**src/rtl/clt_pkg.sv**
```systemverilog
`timescale 1ns / 1ps
// Shared types, constants and helpers for the command-line tokenizer.
// Used by clt_out_stage and command_line_tokenizer; depends on nothing else.
package clt_pkg;

    localparam int BYTE_W  = 8;
    localparam int ARG_W   = 8;
    localparam int RUN_W   = 6;
    localparam int CFG_IDX_W = 1;
    localparam int DATA_W  = BYTE_W + ARG_W;
    localparam int USER_W  = 3;

    localparam logic [RUN_W-1:0]  RUN_MAX   = 6'd62;
    localparam logic [BYTE_W-1:0] NUL_CH    = 8'h00;
    localparam logic [BYTE_W-1:0] QUOTE_CH  = 8'h22;
    localparam logic [BYTE_W-1:0] BSLASH_CH = 8'h5C;

    localparam logic [CFG_IDX_W-1:0] REG_START_INDEX = 1'b0;
    localparam logic [CFG_IDX_W-1:0] REG_ARG_LIMIT   = 1'b1;

    localparam logic [ARG_W-1:0] START_INDEX_RESET = 8'd1;
    localparam logic [ARG_W-1:0] ARG_LIMIT_RESET   = 8'd49;

    // One result before the last flag is known.
    typedef struct packed {
        logic [BYTE_W-1:0] data;
        logic              tend;
        logic [ARG_W-1:0]  argn;
        logic              limit;
        logic              ovf;
    } result_t;

    // Status of the output stage as seen by the sequencer.
    typedef struct packed {
        logic ok;
        logic pend_valid;
    } emit_stat_t;

    function automatic logic is_space(input logic [BYTE_W-1:0] c);
        return (c == 8'h20) || ((c >= 8'h09) && (c <= 8'h0D));
    endfunction

endpackage

```
**src/rtl/clt_out_stage.sv**
```systemverilog
`timescale 1ns / 1ps
// Output stage of the tokenizer: a pending register that holds the newest result
// until it is known whether it is the last one, and the master-side register. Uses clt_pkg.
module clt_out_stage (
    input  logic                        clk,
    input  logic                        rst_n,
    input  logic                        push,
    input  clt_pkg::result_t            push_res,
    input  logic                        flush,
    output clt_pkg::emit_stat_t         stat,
    output logic                        m_tvalid,
    input  logic                        m_tready,
    output logic [clt_pkg::DATA_W-1:0]  m_tdata,  // out_byte[7:0], arg_number[15:8]
    output logic [clt_pkg::USER_W-1:0]  m_tuser,  // token_end, limit_reached, run_overflow
    output logic                        m_tlast
);
    import clt_pkg::*;

    logic    pend_valid_reg, pend_valid_next;
    logic    out_valid_reg, out_valid_next;
    result_t pend_reg, pend_next;
    result_t out_reg, out_next;
    logic    last_reg, last_next;
    logic    out_free;
    logic    ok;

    assign out_free = !out_valid_reg || m_tready;
    assign ok       = !pend_valid_reg || out_free;

    always_comb
    begin
        pend_valid_next = pend_valid_reg;
        out_valid_next  = out_valid_reg;
        pend_next       = pend_reg;
        out_next        = out_reg;
        last_next       = last_reg;
        if (out_valid_reg && m_tready)
        begin
            out_valid_next = 1'b0;
        end
        if (push && ok)
        begin
            if (pend_valid_reg)
            begin
                out_next       = pend_reg;
                last_next      = 1'b0;
                out_valid_next = 1'b1;
            end
            pend_next       = push_res;
            pend_valid_next = 1'b1;
        end
        else if (flush && ok && pend_valid_reg)
        begin
            out_next        = pend_reg;
            last_next       = 1'b1;
            out_valid_next  = 1'b1;
            pend_valid_next = 1'b0;
        end
    end

    always_ff @(posedge clk or negedge rst_n)
    begin
        if (!rst_n)
        begin
            pend_valid_reg <= 1'b0;
            out_valid_reg  <= 1'b0;
        end
        else
        begin
            pend_valid_reg <= pend_valid_next;
            out_valid_reg  <= out_valid_next;
        end
    end

    always_ff @(posedge clk)
    begin
        pend_reg <= pend_next;
        out_reg  <= out_next;
        last_reg <= last_next;
    end

    assign stat.ok         = ok;
    assign stat.pend_valid = pend_valid_reg;

    assign m_tvalid = out_valid_reg;
    assign m_tdata  = {out_reg.argn, out_reg.data};
    assign m_tuser  = {out_reg.ovf, out_reg.limit, out_reg.tend};
    assign m_tlast  = last_reg;

endmodule

```
**src/rtl/command_line_tokenizer.sv**
```systemverilog
`timescale 1ns / 1ps
// Top level of the command-line tokenizer: byte sequencer, line state and configuration.
// Depends on clt_pkg and clt_out_stage.
//
// Usage
// The slave side takes one command-line byte per transaction in s_tdata, with s_tlast
// marking the final byte of the line; a zero byte also ends the line. The master side
// delivers one result per transaction: the token byte and argument number in m_tdata,
// token_end, limit_reached and run_overflow in m_tuser, and m_tlast on the final result
// that one input byte causes. A byte that causes no result gives no transaction.
// The configuration port writes start_index (index 0, also loads the argument counter)
// and arg_limit (index 1) at any edge with cfg_we high; write only while the block is idle.
//
// Timing
// One input byte is handled by a small sequencer that emits at most one result per cycle.
// A plain character passes through S_BS1, S_CH and S_FLUSH before s_tready rises again, and a
// pending backslash run is emitted in S_BS1 first, one result per backslash (half the run
// before a quote). A counted backslash, or a byte ignored once the limit is reached, goes
// straight to S_FLUSH. A line end adds S_EOL, S_BS2 and S_CL (only S_EOL once parsing has
// stopped), and S_BS2 emits the backslashes it flushes.
// The last result of a byte is held in a pending register until the byte is done, so a
// result passes through the pending register and then the output register to m_tvalid; it
// leaves the pending register at the next result or in S_FLUSH, after any line-end states.
// When the receiver stalls, the sequencer holds as soon as both the pending and the
// output register are full, and s_tready stays low until the byte is fully handled.
// Reset clears the line state, loads start_index 1 and arg_limit 49, and empties the
// output side.
module command_line_tokenizer (
    input  logic                           clk,
    input  logic                           rst_n,
    input  logic                           s_tvalid,
    output logic                           s_tready,
    input  logic [clt_pkg::BYTE_W-1:0]     s_tdata,   // in_byte[7:0]
    input  logic                           s_tlast,   // end_of_line
    output logic                           m_tvalid,
    input  logic                           m_tready,
    output logic [clt_pkg::DATA_W-1:0]     m_tdata,   // out_byte[7:0], arg_number[15:8]
    output logic [clt_pkg::USER_W-1:0]     m_tuser,   // token_end, limit_reached, run_overflow
    output logic                           m_tlast,
    input  logic                           cfg_we,
    input  logic [clt_pkg::CFG_IDX_W-1:0]  cfg_index,
    input  logic [clt_pkg::ARG_W-1:0]      cfg_data
);
    import clt_pkg::*;

    typedef enum logic [2:0] {
        S_IDLE,
        S_BS1,
        S_CH,
        S_EOL,
        S_BS2,
        S_CL,
        S_FLUSH
    } state_t;

    state_t            state_reg, state_next;
    logic [BYTE_W-1:0] byte_reg, byte_next;
    logic              eol_reg, eol_next;
    logic              odd_reg, odd_next;
    logic [RUN_W-1:0]  cnt_reg, cnt_next;
    logic [RUN_W-1:0]  run_reg, run_next;
    logic              quotes_reg, quotes_next;
    logic              open_reg, open_next;
    logic [ARG_W-1:0]  arg_reg, arg_next;
    logic              stopped_reg, stopped_next;
    logic              ovf_reg, ovf_next;
    logic [ARG_W-1:0]  start_reg, start_next;
    logic [ARG_W-1:0]  limit_reg, limit_next;

    logic              push;
    logic              flush;
    result_t           res;
    emit_stat_t        stat;
    result_t           byte_res;
    result_t           close_res;
    logic [ARG_W-1:0]  arg_inc;

    assign s_tready = (state_reg == S_IDLE);
    assign arg_inc  = arg_reg + 8'd1;

    // A literal byte appended to the current token.
    always_comb
    begin
        byte_res.data  = byte_reg;
        byte_res.tend  = 1'b0;
        byte_res.argn  = arg_reg;
        byte_res.limit = stopped_reg;
        byte_res.ovf   = ovf_reg;
    end

    // The close of a token reports the limit as it stands after the counter moves.
    always_comb
    begin
        close_res.data  = NUL_CH;
        close_res.tend  = 1'b1;
        close_res.argn  = arg_reg;
        close_res.limit = stopped_reg || (arg_inc == limit_reg);
        close_res.ovf   = ovf_reg;
    end

    always_comb
    begin
        state_next   = state_reg;
        byte_next    = byte_reg;
        eol_next     = eol_reg;
        odd_next     = odd_reg;
        cnt_next     = cnt_reg;
        run_next     = run_reg;
        quotes_next  = quotes_reg;
        open_next    = open_reg;
        arg_next     = arg_reg;
        stopped_next = stopped_reg;
        ovf_next     = ovf_reg;
        start_next   = start_reg;
        limit_next   = limit_reg;
        push         = 1'b0;
        flush        = 1'b0;
        res          = byte_res;

        case (state_reg)
            S_IDLE:
            begin
                if (s_tvalid)
                begin
                    byte_next = s_tdata;
                    eol_next  = s_tlast || (s_tdata == NUL_CH);
                    if ((s_tdata != NUL_CH) && !stopped_reg)
                    begin
                        if (s_tdata == BSLASH_CH)
                        begin
                            if (run_reg < RUN_MAX)
                            begin
                                run_next = run_reg + 6'd1;
                            end
                            else
                            begin
                                ovf_next = 1'b1;
                            end
                            state_next = (s_tlast) ? S_EOL : S_FLUSH;
                        end
                        else
                        begin
                            // A quote halves the run; anything else keeps it whole.
                            cnt_next   = (s_tdata == QUOTE_CH) ? (run_reg >> 1) : run_reg;
                            odd_next   = run_reg[0];
                            run_next   = '0;
                            state_next = S_BS1;
                        end
                    end
                    else
                    begin
                        state_next = (s_tlast || (s_tdata == NUL_CH)) ? S_EOL : S_FLUSH;
                    end
                end
            end

            S_BS1,
            S_BS2:
            begin
                if (cnt_reg != '0)
                begin
                    if (stat.ok)
                    begin
                        res          = byte_res;
                        res.data     = BSLASH_CH;
                        push         = 1'b1;
                        open_next    = 1'b1;
                        cnt_next     = cnt_reg - 6'd1;
                    end
                end
                else
                begin
                    state_next = (state_reg == S_BS1) ? S_CH : S_CL;
                end
            end

            S_CH:
            begin
                if ((byte_reg == QUOTE_CH) && !odd_reg)
                begin
                    quotes_next = !quotes_reg;
                    state_next  = eol_reg ? S_EOL : S_FLUSH;
                end
                else if (byte_reg == QUOTE_CH)
                begin
                    if (stat.ok)
                    begin
                        res        = byte_res;
                        push       = 1'b1;
                        open_next  = 1'b1;
                        state_next = eol_reg ? S_EOL : S_FLUSH;
                    end
                end
                else if (is_space(byte_reg) && !quotes_reg)
                begin
                    if (!open_reg)
                    begin
                        state_next = eol_reg ? S_EOL : S_FLUSH;
                    end
                    else if (stat.ok)
                    begin
                        res          = close_res;
                        push         = 1'b1;
                        open_next    = 1'b0;
                        arg_next     = arg_inc;
                        stopped_next = close_res.limit;
                        state_next   = eol_reg ? S_EOL : S_FLUSH;
                    end
                end
                else if (stat.ok)
                begin
                    res        = byte_res;
                    push       = 1'b1;
                    open_next  = 1'b1;
                    state_next = eol_reg ? S_EOL : S_FLUSH;
                end
            end

            S_EOL:
            begin
                if (stopped_reg)
                begin
                    // Once stopped, the line end clears the state without results.
                    quotes_next  = 1'b0;
                    run_next     = '0;
                    open_next    = 1'b0;
                    arg_next     = start_reg;
                    stopped_next = 1'b0;
                    ovf_next     = 1'b0;
                    state_next   = S_FLUSH;
                end
                else
                begin
                    // A run left pending at the line end is emitted literally.
                    cnt_next   = run_reg;
                    run_next   = '0;
                    state_next = S_BS2;
                end
            end

            S_CL:
            begin
                if (!open_reg || stat.ok)
                begin
                    if (open_reg)
                    begin
                        res  = close_res;
                        push = 1'b1;
                    end
                    quotes_next  = 1'b0;
                    run_next     = '0;
                    open_next    = 1'b0;
                    arg_next     = start_reg;
                    stopped_next = 1'b0;
                    ovf_next     = 1'b0;
                    state_next   = S_FLUSH;
                end
            end

            S_FLUSH:
            begin
                if (stat.ok)
                begin
                    flush      = 1'b1;
                    state_next = S_IDLE;
                end
            end

            default:
            begin
                state_next = S_IDLE;
            end
        endcase

        if (cfg_we)
        begin
            if (cfg_index == REG_START_INDEX)
            begin
                start_next = cfg_data;
                arg_next   = cfg_data;
            end
            else if (cfg_index == REG_ARG_LIMIT)
            begin
                limit_next = cfg_data;
            end
        end
    end

    always_ff @(posedge clk or negedge rst_n)
    begin
        if (!rst_n)
        begin
            state_reg   <= S_IDLE;
            run_reg     <= '0;
            quotes_reg  <= 1'b0;
            open_reg    <= 1'b0;
            arg_reg     <= START_INDEX_RESET;
            stopped_reg <= 1'b0;
            ovf_reg     <= 1'b0;
            start_reg   <= START_INDEX_RESET;
            limit_reg   <= ARG_LIMIT_RESET;
            cnt_reg     <= '0;
            odd_reg     <= 1'b0;
            eol_reg     <= 1'b0;
        end
        else
        begin
            state_reg   <= state_next;
            run_reg     <= run_next;
            quotes_reg  <= quotes_next;
            open_reg    <= open_next;
            arg_reg     <= arg_next;
            stopped_reg <= stopped_next;
            ovf_reg     <= ovf_next;
            start_reg   <= start_next;
            limit_reg   <= limit_next;
            cnt_reg     <= cnt_next;
            odd_reg     <= odd_next;
            eol_reg     <= eol_next;
        end
    end

    always_ff @(posedge clk)
    begin
        byte_reg <= byte_next;
    end

    clt_out_stage u_out_stage (
        .clk      (clk),
        .rst_n    (rst_n),
        .push     (push),
        .push_res (res),
        .flush    (flush),
        .stat     (stat),
        .m_tvalid (m_tvalid),
        .m_tready (m_tready),
        .m_tdata  (m_tdata),
        .m_tuser  (m_tuser),
        .m_tlast  (m_tlast)
    );

    // Every result of the previous byte has been handed on before a new byte is taken.
    a_idle_no_pending: assert property (@(posedge clk) disable iff (!rst_n)
        (state_reg == S_IDLE) |-> !stat.pend_valid)
        else $error("pending result left behind at idle");

    // The backslash run saturates and never passes its maximum.
    a_run_bounded: assert property (@(posedge clk) disable iff (!rst_n)
        run_reg <= RUN_MAX)
        else $error("backslash run above its maximum");

    // A start_index write loads the argument counter in the next cycle.
    a_start_loads_counter: assert property (@(posedge clk) disable iff (!rst_n)
        (cfg_we && (cfg_index == REG_START_INDEX)) |=> (arg_reg == $past(cfg_data)))
        else $error("argument counter not loaded by start_index write");

    // Parsing stops only on a token close, so no token can be open while stopped.
    a_stopped_closed: assert property (@(posedge clk) disable iff (!rst_n)
        stopped_reg |-> !open_reg)
        else $error("token open while parsing is stopped");

endmodule

```
**config.mk**
```make
export PLATFORM = sky130hd
export DESIGN_NAME = command_line_tokenizer
export DESIGN_NICKNAME = d
export VERILOG_FILES = /design/src/rtl/clt_pkg.sv /design/src/rtl/clt_out_stage.sv /design/src/rtl/command_line_tokenizer.sv
export SDC_FILE = /design/constraint.sdc
export NUM_CORES = 1
export LEC_CHECK = 0
export ABC_AREA = 0
export BUFFER_PORTS_ARGS = -buffer_cell sky130_fd_sc_hd__buf_4
export CORE_ASPECT_RATIO = 1.4
export CORE_MARGIN = 3
export CORE_UTILIZATION = 35
export DETAILED_ROUTE_END_ITERATION = 8
export SLEW_MARGIN = 10
export SYNTH_ARGS = -nofsm -noshare
export SYNTH_HDL_FRONTEND = slang
export SYNTH_SLANG_ARGS = --single-unit
```
**constraint.sdc**
```tcl
create_clock -name clk -period 7.8 [get_ports clk]
set_input_delay 1.56 -clock clk [delete_from_list [all_inputs] [get_ports clk]]
set_output_delay 1.56 -clock clk [all_outputs]
set_load 0.05 [all_outputs]
```
==> impl_metrics.ini <==
[global_route]
grt_pass1_vias = 3585
grt_max_degree = 48
overflow = 0
grt_pass1_wl_um = 17600
grtUsageTotal = 0.146
antenna_found_initial = 0

[cells_and_area]
antenna_cells = 0
final_common_cell = nand2_1
finalNonFillerCells = 668
final_cell_mix = nand2_1, edfxtp_1, buf_4
nNetsFinal = 512
largest_reg_flops = 19
drive_above_1_share = 0.194
fillCellCount = 1241
multiInputGateArea_um2 = 2060
syn_to_final_growth_pct = 17.3
seqCellArea_um2 = 2590
final_util = 0.428

[route]
drt_iter0_drc = 313
ant_nets = 0
drt_pass1_iterations = 6
routedWlPerCell_um = 15.8
drc = 0
wl_um = 10600
vias = 3647
routed_via_density = 5.46

[critical_path]
crit_chain = buf_4, nand3b_2, and2_2, a21o_1, nand2_1, a221o_1, nor2b_2
cp_top_family = simple AND/OR/NAND/NOR gates
crit_path_max_incr_delay_ps = 740
cp-start-kind = primary input
cp_num_buf_inv = 1
crit_required_ps = 7760
cp_max_fo = 20
cp.arrival_ps = 3430
cp_slowest_cell = nor2b_2
critPathCaptureType = flip-flop
criticalPathCategory = primary input to flip-flop

[hold_path]
hold_path_class = flip-flop to flip-flop

[synthesis]
yosys_warnings = 0
synthCells = 443
async_flop_share = 0.500
synth_flop_cell = edfxtp_1
syn_nets = 470
yosys.cell_types.count = 74
syn_area_um2 = 4760
ys_ff_latch = 94
avgSynthCellArea_um2 = 10.7
synth-seq-area-share = 0.545
synth-edff-count = 47

[power_and_ir_drop]
p_seq_frac = 0.398
pwr-share-comb = 0.411
p_total_mw = 2.41
p_sw_frac = 0.419
p_switching_mw = 1.01
leakagePower_nw = 2.20
cellPowerDensity_nw_per_um2 = 432
p_clk_frac = 0.191
ir_drop_v = 0.000138
internal-power_mw = 1.40

[cts]
cts_resized = 0
insertion_delay_ps = 340
cts_inserted_buffers = 9
holdBufCountCts = 0
clockRootBuffer = clkbuf_16
cts_tree = yes
htreeDepth = 3
clk_pin_slew_worst_paths_ps = 60
clock_path_buffers = 2
cts_setup_buffers = 0
numClockSinks = 94

[sta]
worst_pin_slew_ps = 1040
rsz0062_at_grt = no
min_period_ps = 3470
slew_headroom = 0.302
skew_ps = 9.79
period_share = 0.445
setup_tns_ps = 0
finalSetupViolations = 0
finalHoldViolations = 0
max_freq_mhz = 288
maxSlewViolCount = 0

[floorplanning]
core_um2 = 13100
rows = 49
start_util = 0.365
fp.dieH_um = 144
die_w_um = 105
top_level_ports = 45
die_area_um2 = 15100

[placed_design]
dp_hpwl_um = 7650
gp_congestion = 0.898
port_buffers = 44
dp.cells = 652

[flow_run]
drv_cap = 0

[run_status]
outcome = finished, final reports clean
[per-layer routing]
| metal | global-route usage | vias up | routed length, um |
|---|---|---|---|
| met5 | 0 | - | 0 |
| met4 | 0.0781 | 0 | 335 |
| met3 | 0.0281 | 29 | 522 |
| met2 | 0.255 | 113 | 5330 |
| met1 | 0.170 | 1767 | 4380 |
| li1 | - | 1738 | - |
[cell usage after synthesis (4+ instances only)]
| master | n | share of area |
|---|---|---|
| a31oi_1 | 7 | 0.0092 |
| nand3_1 | 7 | 0.0074 |
| nand2_1 | 59 | 0.047 |
| nor2b_1 | 6 | 0.0079 |
| inv_1 | 14 | 0.011 |
| dfrtp_1 | 42 | 0.22 |
| o31ai_1 | 6 | 0.0095 |
| a221oi_1 | 5 | 0.0092 |
| a21o_1 | 8 | 0.013 |
| clkbuf_1 | 10 | 0.0079 |
| edfxtp_1 | 47 | 0.30 |
| xnor2_1 | 6 | 0.011 |
| o21ai_0 | 37 | 0.039 |
| nand2b_1 | 9 | 0.012 |
| mux2_2 | 10 | 0.024 |
| xor2_1 | 6 | 0.011 |
| a21oi_1 | 29 | 0.030 |
| ha_1 | 4 | 0.011 |
| o211ai_1 | 5 | 0.0079 |
| dfstp_2 | 5 | 0.028 |
| nor3_1 | 7 | 0.0074 |
| and2_1 | 6 | 0.0079 |
| nor2_1 | 30 | 0.024 |
[cells by family after synthesis]
kind of cell | synth area share
adder cells (fa/ha/maj) | 0.0105
flip-flops | 0.545
AO/OA/AOI/OAI | 0.195
AND/OR/NAND/NOR | 0.176
XOR/XNOR | 0.0221
multiplexers | 0.0279
buffers and inverters | 0.0237
[cell type report]
type,count,share of cell area
tap,178,0.0399
clock inverter,5,0.0150
timing repair buffer,45,0.0605
multi-input combinational,320,0.368
sequential,94,0.464
clock buffer,11,0.0417
inverter,15,0.0101
[metrics by stage]
step	setup slack [ps]	instance area (um2)	hold slack, ps
3_3_place_gp	4060	5270	402
4_1_cts	4320	5580	419
2_1_floorplan	4020	4760	400
3_5_place_dp	3970	5270	405
5_1_grt	4180	5580	424
6_report	4330	5580	418
[power groups by stage]
| stage | clock network (mW) | registers, mW | logic (mW) |
|---|---|---|---|
| 3_5_place_dp | 0 | 0.967 | 0.988 |
| 6_report | 0.460 | 0.959 | 0.992 |
| 5_1_grt | 0.490 | 0.989 | 1.09 |
| 4_1_cts | 0.471 | 0.958 | 0.994 |
| 2_1_floorplan | 0 | 1.09 | 0.589 |
| 3_3_place_gp | 0 | 0.958 | 0.970 |
[final timing paths]
path / slack, ps / cells after the start / end / startpoint
min in group asynchronous: 1250 / 1 / start_reg[5] / rst_n
setup reg to reg: 4630 / 6 / cnt_reg[3] / state_reg[0]
max in group asynchronous: 6110 / 1 / u_out_stage.m_tvalid / rst_n
hold / removal: 420 / 0 / u_out_stage.m_tdata[10] / u_out_stage.pend_reg[4]
setup / recovery: 4330 / 7 / u_out_stage.m_tdata[3] / m_tready
hold reg to reg: 420 / 0 / u_out_stage.m_tdata[10] / u_out_stage.pend_reg[4]
Power figures use the tool's default switching activity.
